**config.mk**
```make
export PLATFORM = sky130hd
export DESIGN_NAME = flight_mode_ownership_supervisor_core
export DESIGN_NICKNAME = d
export VERILOG_FILES = /design/src/hdl/fmos_pkg.sv /design/src/hdl/flight_mode_ownership_supervisor_core.sv /design/src/hdl/fmos_cfg_regs.sv /design/src/hdl/fmos_decide.sv
export SDC_FILE = /design/constraint.sdc
export NUM_CORES = 1
export LEC_CHECK = 0
export BUFFER_PORTS_ARGS = -buffer_cell sky130_fd_sc_hd__buf_2
export CAP_MARGIN = 15
export CORE_MARGIN = 1
export CORE_UTILIZATION = 55
export CTS_CLUSTER_DIAMETER = 200
export DETAILED_ROUTE_END_ITERATION = 7
export PLACE_DENSITY_LB_ADDON = 0.05
export SKIP_CTS_REPAIR_TIMING = 1
export SYNTH_ARGS = -nofsm -noshare
export SYNTH_HDL_FRONTEND = slang
export SYNTH_SLANG_ARGS = --single-unit
```
**constraint.sdc**
```tcl
create_clock -name clk_i -period 9.1 [get_ports clk_i]
set_clock_uncertainty 0.05 [all_clocks]
set_input_delay 0 -clock clk_i [delete_from_list [all_inputs] [get_ports clk_i]]
set_output_delay 0 -clock clk_i [all_outputs]
set_load 0.005 [all_outputs]
```
**src/hdl/fmos_pkg.sv**
```systemverilog
// fmos_pkg: types, codes and helpers of the flight-mode ownership supervisor
// used by the configuration registers, the decision stage and the top level
// no dependencies
package fmos_pkg;

  // number of landing phase codes that can be marked in a phase mask
  localparam int PhaseCodes = 16;

  localparam int HeightW = 19;
  localparam int ReqW    = 20;
  localparam int MaskW   = 16;
  localparam int CfgIdxW = 3;
  localparam int CfgDataW = 19;

  localparam logic [HeightW-1:0] DefaultHeightRst = 19'd1500;

  // landing phases with a fixed meaning
  localparam logic [3:0] PhaseReady    = 4'd0;
  localparam logic [3:0] PhaseHoldWait = 4'd1;

  typedef enum logic [1:0] {
    OWN_IDLE  = 2'd0,
    OWN_TRACK = 2'd1,
    OWN_LAND  = 2'd2,
    OWN_HOLD  = 2'd3
  } owner_e;

  typedef enum logic [2:0] {
    CMD_NONE     = 3'd0,
    CMD_TRACK    = 3'd1,
    CMD_LAND     = 3'd2,
    CMD_HOLD     = 3'd3,
    CMD_POSITION = 3'd4,
    CMD_STOP     = 3'd5,
    CMD_UNSUP    = 3'd6
  } cmd_e;

  typedef enum logic [2:0] {
    PLAN_NONE     = 3'd0,
    PLAN_MANUAL   = 3'd1,
    PLAN_SAFETY   = 3'd2,
    PLAN_RECOVERY = 3'd3,
    PLAN_PASSIVE  = 3'd4
  } plan_kind_e;

  typedef enum logic [4:0] {
    RSN_NONE              = 5'd0,
    RSN_FUSION_NOT_READY  = 5'd1,
    RSN_TRACK_REQ         = 5'd2,
    RSN_TRACK_SAME        = 5'd3,
    RSN_TRACK_RESTART     = 5'd4,
    RSN_LAND_STALE        = 5'd5,
    RSN_LAND_COMMITTED    = 5'd6,
    RSN_TRACK_PREEMPT_OFF = 5'd7,
    RSN_LAND_BY_TRACK     = 5'd8,
    RSN_LAND_REQ          = 5'd9,
    RSN_LAND_PREEMPT_OFF  = 5'd10,
    RSN_TRACK_BY_LAND     = 5'd11,
    RSN_LAND_ALREADY      = 5'd12,
    RSN_HOLD_REQ          = 5'd13,
    RSN_POS_REQ           = 5'd14,
    RSN_TRACK_BY_POS      = 5'd15,
    RSN_LAND_BY_POS       = 5'd16,
    RSN_STOP_REQ          = 5'd17,
    RSN_UNSUPPORTED       = 5'd18,
    RSN_FUSION_DEGRADED   = 5'd19,
    RSN_RECOVER_TRACK     = 5'd20,
    RSN_LAND_INACTIVE     = 5'd21
  } reason_e;

  // configuration register indexes
  typedef enum logic [CfgIdxW-1:0] {
    CFG_DEFAULT_HEIGHT  = 3'd0,
    CFG_TRACK_PREEMPT   = 3'd1,
    CFG_LAND_PREEMPT    = 3'd2,
    CFG_AUTO_HOLD       = 3'd3,
    CFG_AUTO_RECOVER    = 3'd4,
    CFG_COMMIT_MASK     = 3'd5,
    CFG_RECOVER_MASK    = 3'd6
  } cfg_idx_e;

  typedef struct packed {
    logic                   fusion_fresh;
    logic                   fusion_diag_seen;
    logic                   fusion_initialized;
    logic                   fusion_reloc_request;
    logic                   landing_fresh;
    logic                   landing_active;
    logic                   landing_state_seen;
    logic [3:0]             landing_phase;
    logic [2:0]             command;
    logic signed [ReqW-1:0] requested_height_mm;
  } in_item_t;

  typedef struct packed {
    logic [2:0]         plan_kind;
    logic               accepted;
    logic [4:0]         reason_code;
    logic               track_start;
    logic               track_stop;
    logic               start_landing;
    logic               stop_landing;
    logic               hold_req;
    logic               request_position;
    logic [HeightW-1:0] tracking_height_out_mm;
    logic [1:0]         owner_now;
  } out_item_t;

  // configuration seen by the decision stage
  typedef struct packed {
    logic [HeightW-1:0] default_height_mm;
    logic               allow_track_preempt_landing;
    logic               allow_landing_preempt_track;
    logic               auto_hold_on_degrade;
    logic               auto_recover_on_loss;
    logic [MaskW-1:0]   commit_phase_mask;
    logic [MaskW-1:0]   recover_phase_mask;
  } cfg_t;

  // phase membership; codes past the table are in no set
  function automatic logic phase_in(logic [3:0] phase, logic [MaskW-1:0] mask);
    logic hit;
    hit = 1'b0;
    if (int'(phase) < PhaseCodes && int'(phase) < MaskW) begin
      hit = mask[phase];
    end
    return hit;
  endfunction

endpackage

```
**src/hdl/flight_mode_ownership_supervisor_core.sv**
```systemverilog
// a request is taken into the input stage register and its result into the result register
// throughput: one request per cycle unless the output stalls; the decision and the owner
//   state update are one combinational pass between the input stage and result registers
// reset: asynchronous, active low; owner idle, tracking height 1500 mm, recovery and capture
//   flags cleared, configuration registers back to their defaults, both stages empty
// depends on fmos_pkg, fmos_cfg_regs, fmos_decide
module flight_mode_ownership_supervisor_core (
  input  logic                          clk_i,
  input  logic                          rst_ni,
  input  logic                          in_valid_i,
  output logic                          in_stall_o,
  input  fmos_pkg::in_item_t            in_item_i,
  output logic                          out_valid_o,
  input  logic                          out_stall_i,
  output fmos_pkg::out_item_t           out_item_o,
  input  logic                          cfg_valid_i,
  output logic                          cfg_ready_o,
  input  logic [fmos_pkg::CfgIdxW-1:0]  cfg_index_i,
  input  logic [fmos_pkg::CfgDataW-1:0] cfg_data_i
);
  import fmos_pkg::*;

  cfg_t      cfg;
  in_item_t  s1_item_q;
  logic      s1_valid_q, s1_valid_d;
  out_item_t out_item_q;
  out_item_t result;
  logic      out_valid_q, out_valid_d;
  logic      s1_adv;
  logic      in_fire;
  logic      dec_fire;

  fmos_cfg_regs u_cfg (
    .clk_i       (clk_i),
    .rst_ni      (rst_ni),
    .cfg_valid_i (cfg_valid_i),
    .cfg_ready_o (cfg_ready_o),
    .cfg_index_i (cfg_index_i),
    .cfg_data_i  (cfg_data_i),
    .cfg_o       (cfg)
  );

  // pipeline flow control
  assign s1_adv     = !out_valid_q || !out_stall_i;
  assign in_stall_o = s1_valid_q && !s1_adv;
  assign in_fire    = in_valid_i && !in_stall_o;
  assign dec_fire   = s1_valid_q && s1_adv;

  assign s1_valid_d  = in_fire || (s1_valid_q && !s1_adv);
  assign out_valid_d = dec_fire || (out_valid_q && out_stall_i);

  // input stage register
  always_ff @(posedge clk_i or negedge rst_ni) begin
    if (!rst_ni) begin
      s1_valid_q <= 1'b0;
    end else begin
      s1_valid_q <= s1_valid_d;
    end
  end

  always_ff @(posedge clk_i) begin
    if (in_fire) begin
      s1_item_q <= in_item_i;
    end
  end

  fmos_decide u_decide (
    .clk_i    (clk_i),
    .rst_ni   (rst_ni),
    .fire_i   (dec_fire),
    .item_i   (s1_item_q),
    .cfg_i    (cfg),
    .result_o (result)
  );

  // result register
  always_ff @(posedge clk_i or negedge rst_ni) begin
    if (!rst_ni) begin
      out_valid_q <= 1'b0;
    end else begin
      out_valid_q <= out_valid_d;
    end
  end

  always_ff @(posedge clk_i) begin
    if (dec_fire) begin
      out_item_q <= result;
    end
  end

  assign out_valid_o = out_valid_q;
  assign out_item_o  = out_item_q;

`ifndef SYNTHESIS
  // an accepted tracking start leaves tracking as owner
  a_track_owner: assert property (@(posedge clk_i) disable iff (!rst_ni)
    out_valid_q && out_item_q.accepted && out_item_q.track_start |->
      out_item_q.owner_now == OWN_TRACK)
    else $error("tracking start without tracking owner");

  // an accepted landing start leaves landing as owner
  a_land_owner: assert property (@(posedge clk_i) disable iff (!rst_ni)
    out_valid_q && out_item_q.accepted && out_item_q.start_landing |->
      out_item_q.owner_now == OWN_LAND)
    else $error("landing start without landing owner");

  // a rejected manual plan starts nothing
  a_reject_clean: assert property (@(posedge clk_i) disable iff (!rst_ni)
    out_valid_q && out_item_q.plan_kind == PLAN_MANUAL && !out_item_q.accepted |->
      !out_item_q.track_start && !out_item_q.start_landing)
    else $error("rejected plan carries a start flag");

  // no plan means nothing accepted and no reason
  a_no_plan: assert property (@(posedge clk_i) disable iff (!rst_ni)
    out_valid_q && out_item_q.plan_kind == PLAN_NONE |->
      !out_item_q.accepted && out_item_q.reason_code == RSN_NONE)
    else $error("empty plan with accept or reason");

  // the input side stalls only behind a held stage
  a_stall_src: assert property (@(posedge clk_i) disable iff (!rst_ni)
    in_stall_o |-> s1_valid_q && out_valid_q && out_stall_i)
    else $error("input stalled with free pipeline");
`endif

endmodule

```
**src/hdl/fmos_cfg_regs.sv**
```systemverilog
// fmos_cfg_regs: configuration register file of the ownership supervisor
// depends on fmos_pkg
module fmos_cfg_regs (
  input  logic                          clk_i,
  input  logic                          rst_ni,
  input  logic                          cfg_valid_i,
  output logic                          cfg_ready_o,
  input  logic [fmos_pkg::CfgIdxW-1:0]  cfg_index_i,
  input  logic [fmos_pkg::CfgDataW-1:0] cfg_data_i,
  output fmos_pkg::cfg_t                cfg_o
);
  import fmos_pkg::*;

  cfg_t cfg_q, cfg_d;

  // writes are always taken
  assign cfg_ready_o = 1'b1;

  // register write decode, unknown indexes dropped
  always_comb begin
    cfg_d = cfg_q;
    if (cfg_valid_i) begin
      unique case (cfg_index_i)
        CFG_DEFAULT_HEIGHT: cfg_d.default_height_mm = cfg_data_i[HeightW-1:0];
        CFG_TRACK_PREEMPT:  cfg_d.allow_track_preempt_landing = cfg_data_i[0];
        CFG_LAND_PREEMPT:   cfg_d.allow_landing_preempt_track = cfg_data_i[0];
        CFG_AUTO_HOLD:      cfg_d.auto_hold_on_degrade = cfg_data_i[0];
        CFG_AUTO_RECOVER:   cfg_d.auto_recover_on_loss = cfg_data_i[0];
        CFG_COMMIT_MASK:    cfg_d.commit_phase_mask = cfg_data_i[MaskW-1:0];
        CFG_RECOVER_MASK:   cfg_d.recover_phase_mask = cfg_data_i[MaskW-1:0];
        default:            cfg_d = cfg_q;
      endcase
    end
  end

  always_ff @(posedge clk_i or negedge rst_ni) begin
    if (!rst_ni) begin
      cfg_q.default_height_mm           <= DefaultHeightRst;
      cfg_q.allow_track_preempt_landing <= 1'b1;
      cfg_q.allow_landing_preempt_track <= 1'b1;
      cfg_q.auto_hold_on_degrade        <= 1'b1;
      cfg_q.auto_recover_on_loss        <= 1'b1;
      cfg_q.commit_phase_mask           <= '0;
      cfg_q.recover_phase_mask          <= '0;
    end else begin
      cfg_q <= cfg_d;
    end
  end

  assign cfg_o = cfg_q;

endmodule

```
**src/hdl/fmos_decide.sv**
```systemverilog
// fmos_decide: ownership state and the plan decision for one request
// depends on fmos_pkg
module fmos_decide (
  input  logic                clk_i,
  input  logic                rst_ni,
  input  logic                fire_i,
  input  fmos_pkg::in_item_t  item_i,
  input  fmos_pkg::cfg_t      cfg_i,
  output fmos_pkg::out_item_t result_o
);
  import fmos_pkg::*;

  owner_e             own_q, own_d;
  logic [HeightW-1:0] active_h_q, active_h_d;
  logic               recov_ok_q, recov_ok_d;
  logic [HeightW-1:0] recov_h_q, recov_h_d;
  logic               capture_q, capture_d;

  logic               f_ready;
  logic               capture_now;
  logic               committed;
  logic [HeightW-1:0] req_height;
  logic [HeightW-1:0] rec_height;
  logic [HeightW-1:0] height_diff;

  plan_kind_e         kind;
  logic               acc;
  reason_e            reason;
  logic               st_t, sp_t, st_l, sp_l, hold, pos;
  logic [HeightW-1:0] height;
  owner_e             after;

  // status qualifiers
  assign f_ready = item_i.fusion_fresh && item_i.fusion_diag_seen &&
                   item_i.fusion_initialized && !item_i.fusion_reloc_request;
  assign committed = item_i.landing_fresh && item_i.landing_active &&
                     phase_in(item_i.landing_phase, cfg_i.commit_phase_mask);

  // capture flag as refreshed by this status
  always_comb begin
    capture_now = capture_q;
    if (item_i.landing_fresh && item_i.landing_active && item_i.landing_state_seen &&
        item_i.landing_phase != PhaseReady && item_i.landing_phase != PhaseHoldWait) begin
      capture_now = 1'b1;
    end
    if (!item_i.landing_active && own_q != OWN_LAND) begin
      capture_now = 1'b0;
    end
  end

  // height resolution, zero or negative falls back to the default
  assign req_height = (item_i.requested_height_mm[ReqW-1] ||
                       item_i.requested_height_mm == '0) ?
                      cfg_i.default_height_mm : item_i.requested_height_mm[HeightW-1:0];
  assign rec_height = (recov_h_q == '0) ? cfg_i.default_height_mm : recov_h_q;
  assign height_diff = (active_h_q > req_height) ? (active_h_q - req_height)
                                                 : (req_height - active_h_q);

  // plan builder
  always_comb begin
    kind   = PLAN_NONE;
    acc    = 1'b0;
    reason = RSN_NONE;
    st_t   = 1'b0;
    sp_t   = 1'b0;
    st_l   = 1'b0;
    sp_l   = 1'b0;
    hold   = 1'b0;
    pos    = 1'b0;
    height = '0;
    after  = OWN_IDLE;
    if (item_i.command != CMD_NONE) begin
      kind = PLAN_MANUAL;
      acc  = 1'b1;
      unique case (item_i.command)
        CMD_TRACK: begin
          if (!f_ready) begin
            acc    = 1'b0;
            reason = RSN_FUSION_NOT_READY;
          end else begin
            height = req_height;
            st_t   = 1'b1;
            after  = OWN_TRACK;
            reason = RSN_TRACK_REQ;
            if (own_q == OWN_TRACK) begin
              if (height_diff <= 19'd1) begin
                st_t   = 1'b0;
                reason = RSN_TRACK_SAME;
              end else begin
                sp_t   = 1'b1;
                reason = RSN_TRACK_RESTART;
              end
            end else if (own_q == OWN_LAND) begin
              priority if (!item_i.landing_fresh) begin
                acc = 1'b0; st_t = 1'b0; reason = RSN_LAND_STALE;
              end else if (committed) begin
                acc = 1'b0; st_t = 1'b0; reason = RSN_LAND_COMMITTED;
              end else if (!cfg_i.allow_track_preempt_landing) begin
                acc = 1'b0; st_t = 1'b0; reason = RSN_TRACK_PREEMPT_OFF;
              end else begin
                sp_l = 1'b1; reason = RSN_LAND_BY_TRACK;
              end
            end
          end
        end
        CMD_LAND: begin
          st_l   = 1'b1;
          after  = OWN_LAND;
          reason = RSN_LAND_REQ;
          if (own_q == OWN_TRACK) begin
            if (!cfg_i.allow_landing_preempt_track) begin
              acc = 1'b0; st_l = 1'b0; reason = RSN_LAND_PREEMPT_OFF;
            end else begin
              sp_t = 1'b1; reason = RSN_TRACK_BY_LAND;
            end
          end else if (own_q == OWN_LAND) begin
            st_l = 1'b0; reason = RSN_LAND_ALREADY;
          end
        end
        CMD_HOLD, CMD_STOP: begin
          sp_t   = (own_q == OWN_TRACK);
          sp_l   = (own_q == OWN_LAND);
          hold   = 1'b1;
          after  = (item_i.command == CMD_HOLD) ? OWN_HOLD : OWN_IDLE;
          reason = (item_i.command == CMD_HOLD) ? RSN_HOLD_REQ : RSN_STOP_REQ;
        end
        CMD_POSITION: begin
          pos    = 1'b1;
          after  = OWN_IDLE;
          reason = RSN_POS_REQ;
          if (own_q == OWN_TRACK) begin
            sp_t = 1'b1; reason = RSN_TRACK_BY_POS;
          end else if (own_q == OWN_LAND) begin
            priority if (!item_i.landing_fresh) begin
              acc = 1'b0; pos = 1'b0; reason = RSN_LAND_STALE;
            end else if (committed) begin
              acc = 1'b0; pos = 1'b0; reason = RSN_LAND_COMMITTED;
            end else begin
              sp_l = 1'b1; reason = RSN_LAND_BY_POS;
            end
          end
        end
        default: begin
          acc    = 1'b0;
          reason = RSN_UNSUPPORTED;
        end
      endcase
    end else if (cfg_i.auto_hold_on_degrade && !f_ready &&
                 (own_q == OWN_TRACK || own_q == OWN_LAND)) begin
      kind   = PLAN_SAFETY;
      acc    = 1'b1;
      reason = RSN_FUSION_DEGRADED;
      sp_t   = (own_q == OWN_TRACK);
      sp_l   = (own_q == OWN_LAND);
      hold   = 1'b1;
      after  = OWN_HOLD;
    end else if (own_q == OWN_LAND && cfg_i.auto_recover_on_loss && recov_ok_q && f_ready &&
                 item_i.landing_fresh && capture_now && !committed &&
                 item_i.landing_active &&
                 phase_in(item_i.landing_phase, cfg_i.recover_phase_mask)) begin
      kind   = PLAN_RECOVERY;
      acc    = 1'b1;
      reason = RSN_RECOVER_TRACK;
      sp_l   = 1'b1;
      st_t   = 1'b1;
      height = rec_height;
      after  = OWN_TRACK;
    end else if (own_q == OWN_LAND && item_i.landing_fresh && item_i.landing_state_seen &&
                 !item_i.landing_active && item_i.landing_phase == PhaseReady) begin
      kind   = PLAN_PASSIVE;
      acc    = 1'b1;
      reason = RSN_LAND_INACTIVE;
      after  = OWN_IDLE;
    end
  end

  // apply an accepted plan
  always_comb begin
    own_d      = own_q;
    active_h_d = active_h_q;
    recov_ok_d = recov_ok_q;
    recov_h_d  = recov_h_q;
    capture_d  = capture_now;
    if (acc) begin
      own_d = after;
      if (st_t) begin
        active_h_d = height;
      end
      if (st_l) begin
        if (own_q == OWN_TRACK) begin
          recov_ok_d = 1'b1;
          recov_h_d  = active_h_q;
        end else begin
          recov_ok_d = 1'b0;
          recov_h_d  = '0;
        end
      end else if (own_q == OWN_LAND && after != OWN_LAND) begin
        recov_ok_d = 1'b0;
        recov_h_d  = '0;
      end
      if (st_l || after != OWN_LAND) begin
        capture_d = 1'b0;
      end
    end
  end

  always_ff @(posedge clk_i or negedge rst_ni) begin
    if (!rst_ni) begin
      own_q      <= OWN_IDLE;
      active_h_q <= DefaultHeightRst;
      recov_ok_q <= 1'b0;
      recov_h_q  <= '0;
      capture_q  <= 1'b0;
    end else if (fire_i) begin
      own_q      <= own_d;
      active_h_q <= active_h_d;
      recov_ok_q <= recov_ok_d;
      recov_h_q  <= recov_h_d;
      capture_q  <= capture_d;
    end
  end

  // result fields
  always_comb begin
    result_o.plan_kind              = kind;
    result_o.accepted               = acc;
    result_o.reason_code            = reason;
    result_o.track_start            = st_t;
    result_o.track_stop             = sp_t;
    result_o.start_landing          = st_l;
    result_o.stop_landing           = sp_l;
    result_o.hold_req               = hold;
    result_o.request_position       = pos;
    result_o.tracking_height_out_mm = height;
    result_o.owner_now              = own_d;
  end

endmodule

```
Word level (Yosys, flattened, before mapping). Cells that the tools add are included.

Register bits after elaboration: 169. Input port bits: 61. Output and inout port bits: 39. Logic and storage cells: 217.

Add/subtract/negate cells: 2. Magnitude comparators: 3. Equality and inequality tests: 16. Mux-type cells: 99. Reductions and logical operators: 61.

Operators with widths (count): $mux 19 (11); $mux 5 (15); $mux 1 (56); $sub 19x19->19 (2); $logic_and 1x1->1 (28); $logic_not 20->1 (1); $pmux 5 s4 (1); $gt 19x19->1 (1); $le 19x1->1 const B (1); $logic_not 19->1 (1); $reduce_and 2->1 (8); $eq 3x3->1 const B (5); $eq 3x2->1 const B (4); $mux 2 (6); $mux 3 (3); $bmux 1 s4 (2); $logic_not 1->1 (8); $pmux 1 s4 (2); $eq 3x1->1 const B (2); $logic_or 1x1->1 (6); $pmux 2 s3 (1); $reduce_and 3->1 (2); $lt 4x5->1 const B (1); $logic_not 4->1 (1); 12 further kinds (13).

Logic depth before layout (Yosys ltp). Gate-level depths: netlist of run 1.

Depth after elaboration: 17. Depth in mapped cells: 22.

Cells and area by module. From an unflattened synthesis of run 1, not the netlist that was laid out.

Cell total of the unflattened synthesis: 958. Area, all modules: 10388.7 um^2.

Modules (own cells, without submodules): fmos_decide (instances 1, cells an instance 757, area each 6034.5 um^2); flight_mode_ownership_supervisor_core (instances 1, cells an instance 78, area each 2194.6 um^2); fmos_cfg_regs (instances 1, cells an instance 123, area each 2159.6 um^2).

Worst setup path after synthesis of run 1. OpenSTA, ideal clock, no wires.

Path type: flip-flop to flip-flop. Start point: register s1_item_q[11] in the netlist's numbering. End point: register u_decide.active_h_q[11]. Setup time: 125 ps. Data arrival time: 5296 ps. Slack: 3629 ps. Cell stages (with the launch flop): 23. Path buffers: 5. Clock period less this slack: 5471 ps. Cell sequence: edfxtp_1 -> nor4_1 -> nand4_1 -> o41ai_1 -> clkbuf_1 -> buf_1 -> mux2i_1 -> inv_1 -> ha_1 -> buf_2 -> nand4_1 -> nor2_1 -> nand2_1 -> a2111oi_2 -> nor2_1 -> buf_2 -> o21a_1 -> o32a_1 -> o21ai_0 -> nor4_2 -> nor3_4 -> buf_12 -> mux2_4.

Word-level cells in the longest chain between the ends: 12.

Ends and longest elaborated chain: start: declaration (line flight_mode_ownership_supervisor_core.sv:24) `in_item_t s1_item_q;`; start signal: assignment (line flight_mode_ownership_supervisor_core.sv:63) `s1_item_q <= in_item_i;`; $logic_not 20->1 (line fmos_decide.sv:53) `item_i.requested_height_mm == '0) ?`; $logic_or 1x1->1 (line fmos_decide.sv:52) `assign req_height = (item_i.requested_height_mm[ReqW-1] ||`; $mux 19 (*) (line fmos_decide.sv:53); $sub 19x19->19, or another cell as far along (line fmos_decide.sv:57) `: (req_height - active_h_q);`; $mux 19 (line fmos_decide.sv:56) `assign height_diff = (active_h_q > req_height) ? (active_h_q - req_height)`; $le 19x1->1 (line fmos_decide.sv:86) `if (height_diff <= 19'd1) begin`; $mux 1 (line fmos_decide.sv:86); $mux 1 (line fmos_decide.sv:85) `if (own_q == OWN_TRACK) begin`; $mux 1 (line fmos_decide.sv:77) `if (!f_ready) begin`; $mux 1 (line fmos_decide.sv:75) `unique case (item_i.command)`; $mux 1 (line fmos_decide.sv:72) `if (item_i.command != CMD_NONE) begin`; $reduce_and 3->1 (no line); end signal: assignment (line fmos_decide.sv:210) `active_h_q <= DefaultHeightRst;`; end signal: assignment (line fmos_decide.sv:216) `active_h_q <= active_h_d;`; end: declaration (line fmos_decide.sv:14) `logic [HeightW-1:0] active_h_q, active_h_d;`.

Every way passes the cells marked *; elsewhere a longest branch is shown, timed or not. A chain may end at the register's enable or synchronous reset.

Final worst setup path of run 1.
Start point: register s1_item_q[2] in the netlist's numbering. End point: register u_decide.active_h_q[13].

The elaborated chain is that of the path after synthesis.

==> results of run 1 <==
-- layer usage --
layer | GRT usage, % | share of wire (%)
met1 | 43.7 | 45
met2 | 44.6 | 46
met3 | 5.78 | 7.5
met4 | 9.24 | 2.1
met5 | 0 | 0
-- critical path: cells and delay by family, from the launching register on --
kind,cells,cell delay [ps]
buffers and inverters,4,810
adder cells (fa/ha/maj),1,580
flip-flops,1,400
AND/OR/NAND/NOR,10,3210
multiplexers,2,680
AO/OA/AOI/OAI,3,1030
-- cell families (layout without fill, tap and decap cells) --
group	count (synthesis)	count (layout)	share of synthesized area, %
buffers and inverters	94	247	4.31
other	1	3	0.0391
AND/OR/NAND/NOR	206	206	11.6
multiplexers	117	117	14.4
adder cells (fa/ha/maj)	42	42	5.63
flip-flops	169	169	47.9
AO/OA/AOI/OAI	208	208	14.1
XOR/XNOR	21	21	1.92
-- state kept, by name (all words and copies together), names as in the netlist --
signal / count
s1_valid_q: 1
u_decide.recov_h_q: 19
u_cfg.cfg_o: 55
u_decide.active_h_q: 19
u_decide.own_q: 2
u_decide.capture_q: 1
u_decide.recov_ok_q: 1
out_valid_o: 1
s1_item_q: 34
out_item_o: 36
-- layout by cell type, fill, tap and decap left out, types with 4 or more instances in the layout --
cell,count
sky130_fd_sc_hd__nand4b_1,4
sky130_fd_sc_hd__dfrtp_1,81
sky130_fd_sc_hd__mux2i_1,32
sky130_fd_sc_hd__mux2_4,10
sky130_fd_sc_hd__buf_4,10
sky130_fd_sc_hd__nor3b_1,9
sky130_fd_sc_hd__dfstp_2,18
sky130_fd_sc_hd__o21ai_0,33
sky130_fd_sc_hd__o22ai_1,23
sky130_fd_sc_hd__inv_1,48
sky130_fd_sc_hd__mux2_2,69
sky130_fd_sc_hd__buf_2,97
sky130_fd_sc_hd__mux4_2,5
sky130_fd_sc_hd__edfxtp_1,70
sky130_fd_sc_hd__a31oi_1,5
sky130_fd_sc_hd__o21a_1,8
sky130_fd_sc_hd__a21oi_1,67
sky130_fd_sc_hd__xor2_1,12
sky130_fd_sc_hd__a21o_1,9
sky130_fd_sc_hd__nor2_1,45
sky130_fd_sc_hd__nor2b_1,8
sky130_fd_sc_hd__nand2b_1,8
sky130_fd_sc_hd__nand3b_1,4
sky130_fd_sc_hd__nand3_1,13
sky130_fd_sc_hd__clkbuf_16,17
sky130_fd_sc_hd__ha_1,40
sky130_fd_sc_hd__inv_6,6
sky130_fd_sc_hd__xnor2_1,9
sky130_fd_sc_hd__a22o_1,20
sky130_fd_sc_hd__nor4_1,13
sky130_fd_sc_hd__nand2_1,50
sky130_fd_sc_hd__nand4_1,12
sky130_fd_sc_hd__a211oi_1,4
sky130_fd_sc_hd__o311ai_0,4
sky130_fd_sc_hd__dlygate4sd3_1,59
sky130_fd_sc_hd__a221oi_1,5
sky130_fd_sc_hd__nor3_1,15
-- worst max path at each step --
stage / from / end / slack (ps) / depth (start not counted)
detailed placement: s1_item_q[11]$_DFFE_PP_ / u_decide.active_h_q[0]$_DFFE_PN0P_ / 1750 / 18
global route: s1_item_q[10]$_DFFE_PP_ / u_decide.active_h_q[13]$_DFFE_PN0P_ / 1700 / 20
global placement: s1_item_q[11]$_DFFE_PP_ / u_decide.active_h_q[0]$_DFFE_PN0P_ / 1990 / 18
floorplan: s1_item_q[11]$_DFFE_PP_ / u_decide.active_h_q[11]$_DFFE_PN0P_ / 3630 / 22
finish: s1_item_q[2]$_DFFE_PP_ / u_decide.active_h_q[13]$_DFFE_PN0P_ / 2200 / 20
CTS: s1_item_q[11]$_DFFE_PP_ / u_decide.active_h_q[5]$_DFFE_PN0P_ / 1670 / 18
-- area by class of cell --
class / count / share of cell area, %
clock buffers: 18 / 3.84
clock inverters: 14 / 1.31
well taps: 220 / 2.41
repair buffers: 167 / 10.3
flip-flops and latches: 169 / 40.2
inverters: 48 / 1.57
multi-input cells: 595 / 40.3
diodes: 2 / 0.0437
-- per-stage QoR --
| step | area (sq um) | setup slack, ps | hold WS (ps) |
|---|---|---|---|
| after CTS | 10800 | 1670 | -517 |
| final | 11400 | 2200 | -9.24 |
| after global routing | 11400 | 1700 | 6.20 |
| after floorplan | 9600 | 3630 | -346 |
| after global placement | 10200 | 1990 | -70.4 |
| after detailed placement | 10200 | 1750 | -55.8 |
-- where the power goes --
| group | leakage (nW) | switching [mW] | internal [mW] |
|---|---|---|---|
| combinational | 2.70 | 0.300 | 0.223 |
| sequential | 1.90 | 0.0621 | 0.894 |
| clock | 0.283 | 0.335 | 0.374 |
| total | 4.89 | 0.697 | 1.49 |
==> results_tabular.tex, run 1 <==
\begin{tabular}{lr}
\hline
Metric & Value \\
\hline
\multicolumn{2}{l}{\textbf{Status}} \\
Run status & finished, violations left \\
Violations in the final reports & negative hold slack \\
\multicolumn{2}{l}{\textbf{STA}} \\
Fin Hold WS & -9.24 ps \\
Final critical path time including I/O delays and setup & 6900 ps \\
Number of hold violations in the final report & 1 \\
RSZ-0062 raised after global routing & no \\
Max-slew headroom & 29.2\% \\
Total negative slack & 0 ps \\
Measured slew at the worst slew-check pin & 1060 ps \\
Setup-failing EPs final & 0 \\
Maximum operating frequency & 145 MHz \\
Number of pins exceeding their max-slew limit in the final report & 0 \\
Final critical-path share of the clock period & 75.8\% \\
\multicolumn{2}{l}{\textbf{Logic synthesis}} \\
Sequential-to-total area share from yosys stat & 47.9\% \\
Number of instances in the synthesized netlist & 858 \\
Number of synthesized register bits & 169 \\
Net count after synthesis & 961 \\
Commonest register cell after synthesis & sky130\_fd\_sc\_hd\_\_dfrtp\_1 \\
Total number of yosys warnings & 0 \\
Number of synthesized flops with an enable pin & 70 \\
Mean post-synth cell area & 11.2 sq um \\
Most numerous cell in the Yosys netlist & sky130\_fd\_sc\_hd\_\_dfrtp\_1 \\
Synth area leader & sky130\_fd\_sc\_hd\_\_edfxtp\_1 \\
Count of distinct cell types in the synthesized netlist & 75 \\
Async SR Flop Fraction & 58.6\% \\
Leading post-synthesis cells by cell area & sky130\_fd\_sc\_hd\_\_edfxtp\_1 (22\%), sky130\_fd\_sc\_hd\_\_dfrtp\_1 (21\%), sky130\_fd\_sc\_hd\_\_mux2\_2 (8.1\%), sky130\_fd\_sc\_hd\_\_ha\_1 (5.2\%), sky130\_fd\_sc\_hd\_\_dfstp\_2 (4.9\%) \\
Proportion of netlist area held by the largest area contributor & 21.9\% \\
Commonest cells in the netlist & sky130\_fd\_sc\_hd\_\_dfrtp\_1 (81), sky130\_fd\_sc\_hd\_\_edfxtp\_1 (70), sky130\_fd\_sc\_hd\_\_mux2\_2 (69), sky130\_fd\_sc\_hd\_\_a21oi\_1 (67), sky130\_fd\_sc\_hd\_\_nand2\_1 (50) \\
Netlist area before placement & 0.00960 sq mm \\
\multicolumn{2}{l}{\textbf{Power}} \\
Leakage power figure & 4.89 nW \\
Cell Pwr Density & 191 mW/mm\^{}2 \\
Tot Pwr & 2.19 mW \\
Peak supply drop & 0.164 mV \\
\multicolumn{2}{l}{\textbf{Routing}} \\
Final routed DRC violation total & 0 \\
Vias per std cell & 6.30 \\
Number of DRC violations after detailed-routing iteration 0 & 757 \\
Routed wirelength normalized by instance count & 21.9 um \\
Number of detailed-routing iterations run before antenna repair & 5 \\
Vias after detailed routing & 7767 \\
Final antenna-violating net count & 0 \\
Drt total wl & 27000 um \\
\multicolumn{2}{l}{\textbf{Floorplanning}} \\
Standard cell core area & 0.0168 sq mm \\
Starting density of the core & 57.1\% \\
Number of core rows & 47 \\
Die height & 134 um \\
\# IOs & 100 \\
Total Die Area & 0.0180 sq mm \\
Floorplan die width & 134 um \\
\multicolumn{2}{l}{\textbf{Clock tree}} \\
CTS clock-pin slew for the worst setup and hold paths & 70 ps \\
Insertion delay of the later-clocked pin in the worst-skew pair & 440 ps \\
Cell at the root of the clock tree & sky130\_fd\_sc\_hd\_\_clkbuf\_16 \\
H-tree levels & 4 \\
Number of buffers added by the clock tree synthesis step & 17 \\
Clock sink count & 169 \\
Number of buffers on the longest clock path & 2 \\
Clock tree from TritonCTS & done \\
\multicolumn{2}{l}{\textbf{Global routing}} \\
Maximum number of pins on one net before global-route repair & 64 \\
Vias in the first global route & 7111 \\
Initial antenna violation count & 2 \\
Global-route total usage across every layer & 29.7\% \\
Aggregate global routing overflow & 0 \\
First-pass GRT wire length & 40200 um \\
\multicolumn{2}{l}{\textbf{Cells and area}} \\
Area Overhead vs Synth & 19.2\% \\
Post-layout util & 68.0\% \\
FILL cells & 1257 \\
Fin cells & 1233 \\
Layout cells sized above 1 & 25.6\% \\
Sequential cell area & 0.00460 sq mm \\
Multi-input gate area in the final layout & 0.00461 sq mm \\
Nets@finish & 1101 \\
\multicolumn{2}{l}{\textbf{Setup path}} \\
Arrival time at the worst endpoint & 7160 ps \\
Slack of the worst reg-to-reg path & 2200 ps \\
Critical register-to-register path endpoint & u\_decide.active\_h\_q[13]\$\_DFFE\_PN0P\_ \\
Highest fanout seen on the critical path & 16 \\
Crit-path cells & nor4\_1, nand4\_1, o41ai\_2, buf\_4, buf\_4, mux2i\_1, inv\_1, ha\_1, and3\_1, nand2\_1, nor4b\_1, nor2\_1, nor2\_1, nand4bb\_1, a2111oi\_2, o21ai\_0, nor4\_2, nor3\_4, buf\_16, mux2\_4 \\
Maximum single-stage delay on the critical path & 730 ps \\
Critical setup path kind & reg2reg \\
Required time worst endpoint & 9360 ps \\
Element type at the critical path end & flip-flop \\
Critical path's slowest cell & sky130\_fd\_sc\_hd\_\_nor2\_1 \\
Origin of the critical flop-to-flop path & s1\_item\_q[2]\$\_DFFE\_PP\_ \\
CP startpoint kind & flip-flop \\
Number of cells on the worst reg-to-reg path & 20 \\
\multicolumn{2}{l}{\textbf{Worst hold path}} \\
Class of the tightest hold or removal check & in2reg \\
Hold path startpoint & cfg\_index\_i[2] \\
Capture endpoint of the worst hold path & u\_cfg.cfg\_o[35]\$\_DFFE\_PN1P\_ \\
Number of instances on the worst hold path & 3 \\
\multicolumn{2}{l}{\textbf{Placement}} \\
Number of cells in the design after placement & 1138 \\
HPWL Detailed & 19100 um \\
Routability congestion estimate from global placement & 0.906 \\
PortBufs & 98 \\
\multicolumn{2}{l}{\textbf{Flow run}} \\
Max-cap violations & 0 \\
\hline
\end{tabular}
Power figures use the tool's default switching activity.
==> inputs of run 2 (changes only) <==
Settings changed: ABC_AREA set to 1, CORE_UTILIZATION 55 to 54.
Clock period 9.1 ns to 6.1 ns, I/O delays scaled along.
==> run 2 against run 1 <==
The flow finishes with violations (design-rule violations, negative hold slack). Clock power up 55%. Critical path depth is 5 higher. First-iteration DRC count increased by 29%. Synthesized cell count grew 53%. Critical path type unchanged. Largest cell class is now flip-flops and latches. Highest routed layer unchanged.
==> results_tabular.tex, run 2 <==
\begin{tabular}{lr}
\hline
Metric & Value \\
\hline
\multicolumn{2}{l}{\textbf{Logic synthesis}} \\
Net count after synthesis & 1417 \\
Number of synthesized flops with an enable pin & 70 \\
Number of synthesized register bits & 169 \\
Count of distinct cell types in the synthesized netlist & 46 \\
Number of instances in the synthesized netlist & 1314 \\
Async SR Flop Fraction & 58.6\% \\
Leading post-synthesis cells by cell area & sky130\_fd\_sc\_hd\_\_edfxtp\_1 (21\%), sky130\_fd\_sc\_hd\_\_dfrtp\_1 (20\%), sky130\_fd\_sc\_hd\_\_nand2\_1 (16\%), sky130\_fd\_sc\_hd\_\_inv\_1 (7.5\%), sky130\_fd\_sc\_hd\_\_nand3\_1 (5.3\%) \\
Netlist area before placement & 0.0100 sq mm \\
Mean post-synth cell area & 7.63 sq um \\
Commonest cells in the netlist & sky130\_fd\_sc\_hd\_\_nand2\_1 (419), sky130\_fd\_sc\_hd\_\_inv\_1 (200), sky130\_fd\_sc\_hd\_\_nand3\_1 (107), sky130\_fd\_sc\_hd\_\_o21ai\_0 (100), sky130\_fd\_sc\_hd\_\_dfrtp\_1 (81) \\
Sequential-to-total area share from yosys stat & 45.9\% \\
Total number of yosys warnings & 0 \\
Commonest register cell after synthesis & sky130\_fd\_sc\_hd\_\_dfrtp\_1 \\
Proportion of netlist area held by the largest area contributor & 21.0\% \\
Synth area leader & sky130\_fd\_sc\_hd\_\_edfxtp\_1 \\
Most numerous cell in the Yosys netlist & sky130\_fd\_sc\_hd\_\_nand2\_1 \\
\multicolumn{2}{l}{\textbf{Cells and area}} \\
Area Overhead vs Synth & 19.3\% \\
Layout cells sized above 1 & 12.3\% \\
Nets@finish & 1569 \\
FILL cells & 1560 \\
Most common cell after layout, fill and taps aside & sky130\_fd\_sc\_hd\_\_nand2\_1 \\
\# diodes & 0 \\
Largest register FFs & 55 \\
Commonest non-fill, non-tap cells in the layout & sky130\_fd\_sc\_hd\_\_nand2\_1 (419), sky130\_fd\_sc\_hd\_\_inv\_1 (199), sky130\_fd\_sc\_hd\_\_nand3\_1 (107), sky130\_fd\_sc\_hd\_\_o21ai\_0 (100), sky130\_fd\_sc\_hd\_\_buf\_2 (97) \\
\multicolumn{2}{l}{\textbf{STA}} \\
RSZ-0062 raised after global routing & no \\
Final setup margin & 971 ps \\
Number of pins exceeding their max-slew limit in the final report & 0 \\
Measured slew at the worst slew-check pin & 956 ps \\
Total negative slack & 0 ps \\
Number of hold violations in the final report & 5 \\
Final critical path time including I/O delays and setup & 5130 ps \\
Maximum operating frequency & 195 MHz \\
Setup-failing EPs final & 0 \\
Max-slew headroom & 35.6\% \\
Fin Hold WS & -17.5 ps \\
Final critical-path share of the clock period & 84.1\% \\
\multicolumn{2}{l}{\textbf{Setup path}} \\
CP startpoint kind & flip-flop \\
CP Buf/Inv Count & 3 \\
Highest fanout seen on the critical path & 21 \\
Cell family contributing the most delay on the critical path & simple AND/OR/NAND/NOR gates \\
Arrival time at the worst endpoint & 5450 ps \\
Critical setup path kind & reg2reg \\
Critical path's slowest cell & sky130\_fd\_sc\_hd\_\_a41o\_1 \\
Required time worst endpoint & 6430 ps \\
Element type at the critical path end & flip-flop \\
CP most frequent cell & sky130\_fd\_sc\_hd\_\_nand2\_1 \\
Maximum single-stage delay on the critical path & 570 ps \\
\multicolumn{2}{l}{\textbf{Routing}} \\
Final routed DRC violation total & 8 \\
Vias per std cell & 5.42 \\
Number of DRC violations after detailed-routing iteration 0 & 980 \\
Wire length the detailed router placed on met1 & 13600 um \\
Length of routed met2 wiring & 12700 um \\
Highest metal layer with signal wires & met4 \\
Vias after detailed routing & 9253 \\
Final antenna-violating net count & 0 \\
Wire length on met3 & 1820 um \\
Drt total wl & 28600 um \\
Number of detailed-routing iterations run before antenna repair & 8 \\
Routed wirelength normalized by instance count & 16.7 um \\
\multicolumn{2}{l}{\textbf{Clock tree}} \\
H-tree levels & 4 \\
CTS clock-pin slew for the worst setup and hold paths & 80 ps \\
Cell at the root of the clock tree & sky130\_fd\_sc\_hd\_\_clkbuf\_16 \\
Insertion delay of the later-clocked pin in the worst-skew pair & 440 ps \\
Number of buffers on the longest clock path & 2 \\
Number of buffers added by the clock tree synthesis step & 17 \\
Clock sink count & 169 \\
Clock tree from TritonCTS & done \\
\multicolumn{2}{l}{\textbf{Floorplanning}} \\
Floorplan die width & 138 um \\
\# IOs & 100 \\
Starting density of the core & 55.4\% \\
Number of core rows & 49 \\
Standard cell core area & 0.0181 sq mm \\
Total Die Area & 0.0191 sq mm \\
Die height & 138 um \\
\multicolumn{2}{l}{\textbf{Flow run}} \\
Max-cap violations & 0 \\
\multicolumn{2}{l}{\textbf{Global routing}} \\
Maximum number of pins on one net before global-route repair & 69 \\
Global-route total usage across every layer & 30.0\% \\
Vias in the first global route & 8447 \\
Initial antenna violation count & 0 \\
First-pass GRT wire length & 44400 um \\
Aggregate global routing overflow & 0 \\
\multicolumn{2}{l}{\textbf{Status}} \\
Run status & finished, violations left \\
Violations in the final reports & design-rule violations, negative hold slack \\
\multicolumn{2}{l}{\textbf{Power}} \\
Net switching power of the design & 1.09 mW \\
Part of the power in registers & 43.4\% \\
Internal power contribution & 2.12 mW \\
Sw Share & 33.9\% \\
Clk pwr share & 34.3\% \\
Gate power share & 22.3\% \\
Peak supply drop & 0.212 mV \\
Cell Pwr Density & 268 mW/mm\^{}2 \\
Leakage power figure & 5.96 nW \\
\multicolumn{2}{l}{\textbf{Placement}} \\
Routability congestion estimate from global placement & 0.967 \\
HPWL Detailed & 21100 um \\
Minimum setup slack after placement & 1040 ps \\
PortBufs & 98 \\
\multicolumn{2}{l}{\textbf{Worst hold path}} \\
Class of the tightest hold or removal check & in2async \\
\hline
\end{tabular}
## run 2: changes by cell type after synthesis, moves of 10 or more
cell,delta
sky130_fd_sc_hd__nand2_1,+369
sky130_fd_sc_hd__inv_1,+152
sky130_fd_sc_hd__nand3_1,+94
sky130_fd_sc_hd__mux2_2,-67
sky130_fd_sc_hd__o21ai_0,+67
sky130_fd_sc_hd__nor2_1,+26
sky130_fd_sc_hd__a21oi_1,-23
sky130_fd_sc_hd__mux2i_1,-21
sky130_fd_sc_hd__a22o_1,-20
sky130_fd_sc_hd__inv_2,+10
sky130_fd_sc_hd__mux2_4,-10
## run 2: cells by family (layout without fill, tap and decap cells)
group           after synthesis  in the layout  share of synthesized area, %
fa+ha+maj                    42             42                          5.39
simple gates                640            640                          26.6
buf+inv                     248            413                          9.64
other cells                   1              1                        0.0374
compound gates              196            196                          10.7
flops                       169            169                          45.9
mux                          13             13                          1.32
xor+xnor                      5              5                         0.437
## run 2: final cells by class
class,instances,area (sq um),share of cell area (%)
Multi-Input combinational cell,897,4460,37.3
Sequential cell,169,4600,38.5
Clock buffer,17,425,3.56
Clock inverter,15,179,1.50
Tap cell,229,287,2.40
Timing Repair Buffer,171,1220,10.2
Inverter,210,788,6.59
## run 2: path summary, 6_finish.rpt
check | from | end | slack, ps | depth (start not counted)
max in group asynchronous | rst_ni | u_decide.active_h_q[13]$_DFFE_PN0P_ | 4780 | 3
hold / removal | rst_ni | u_cfg.cfg_o[3]$_DFFE_PN0P_ | -20 | 2
min in group clk_i | in_item_i[26] | s1_item_q[26]$_DFFE_PP_ | 210 | 2
hold reg to reg | u_cfg.cfg_o[26]$_DFFE_PN0P_ | u_cfg.cfg_o[26]$_DFFE_PN0P_ | 430 | 2
setup reg to reg | s1_item_q[17]$_DFFE_PP_ | u_decide.active_h_q[3]$_DFFE_PN1P_ | 970 | 25
setup / recovery | s1_item_q[17]$_DFFE_PP_ | u_decide.active_h_q[3]$_DFFE_PN1P_ | 970 | 25
## run 2: routing by layer
metal | track usage, % | up-vias
li1 | - | 4546
met1 | 44.8 | 4316
met5 | 0 | -
met2 | 45.1 | 350
met4 | 8.40 | 0
met3 | 5.06 | 41
## run 2: through the flow
step	total power, mW	hold WS, ps	instance area (sq um)	utilization, %	std cells
final	3.21	-17.5	12000	66.1	1708
after global routing	3.36	12.1	12000	66.1	1708
after CTS	3.16	-546	11300	62.4	1642
after detailed placement	2.08	-72.2	10700	59.0	1610
after global placement	2.07	-73.0	10700	59.0	1610
after floorplan	1.84	-346	10000	-	1314
## run 2: power by group through the flow
stage	Clock [mW]	Sequential (mW)	Combinational [mW]
2_1_floorplan	0	1.39	0.458
3_3_place_gp	0	1.41	0.658
3_5_place_dp	0	1.41	0.663
4_1_cts	1.10	1.39	0.667
5_1_grt	1.15	1.40	0.809
6_report	1.10	1.39	0.714
## run 2: worst reg2reg max path: cells and delay by family, from the launching register on
family | cells | cell delay (ps)
buf+inv | 3 | 530
simple gates | 19 | 2770
compound gates | 2 | 800
flops | 1 | 420
fa+ha+maj | 1 | 510
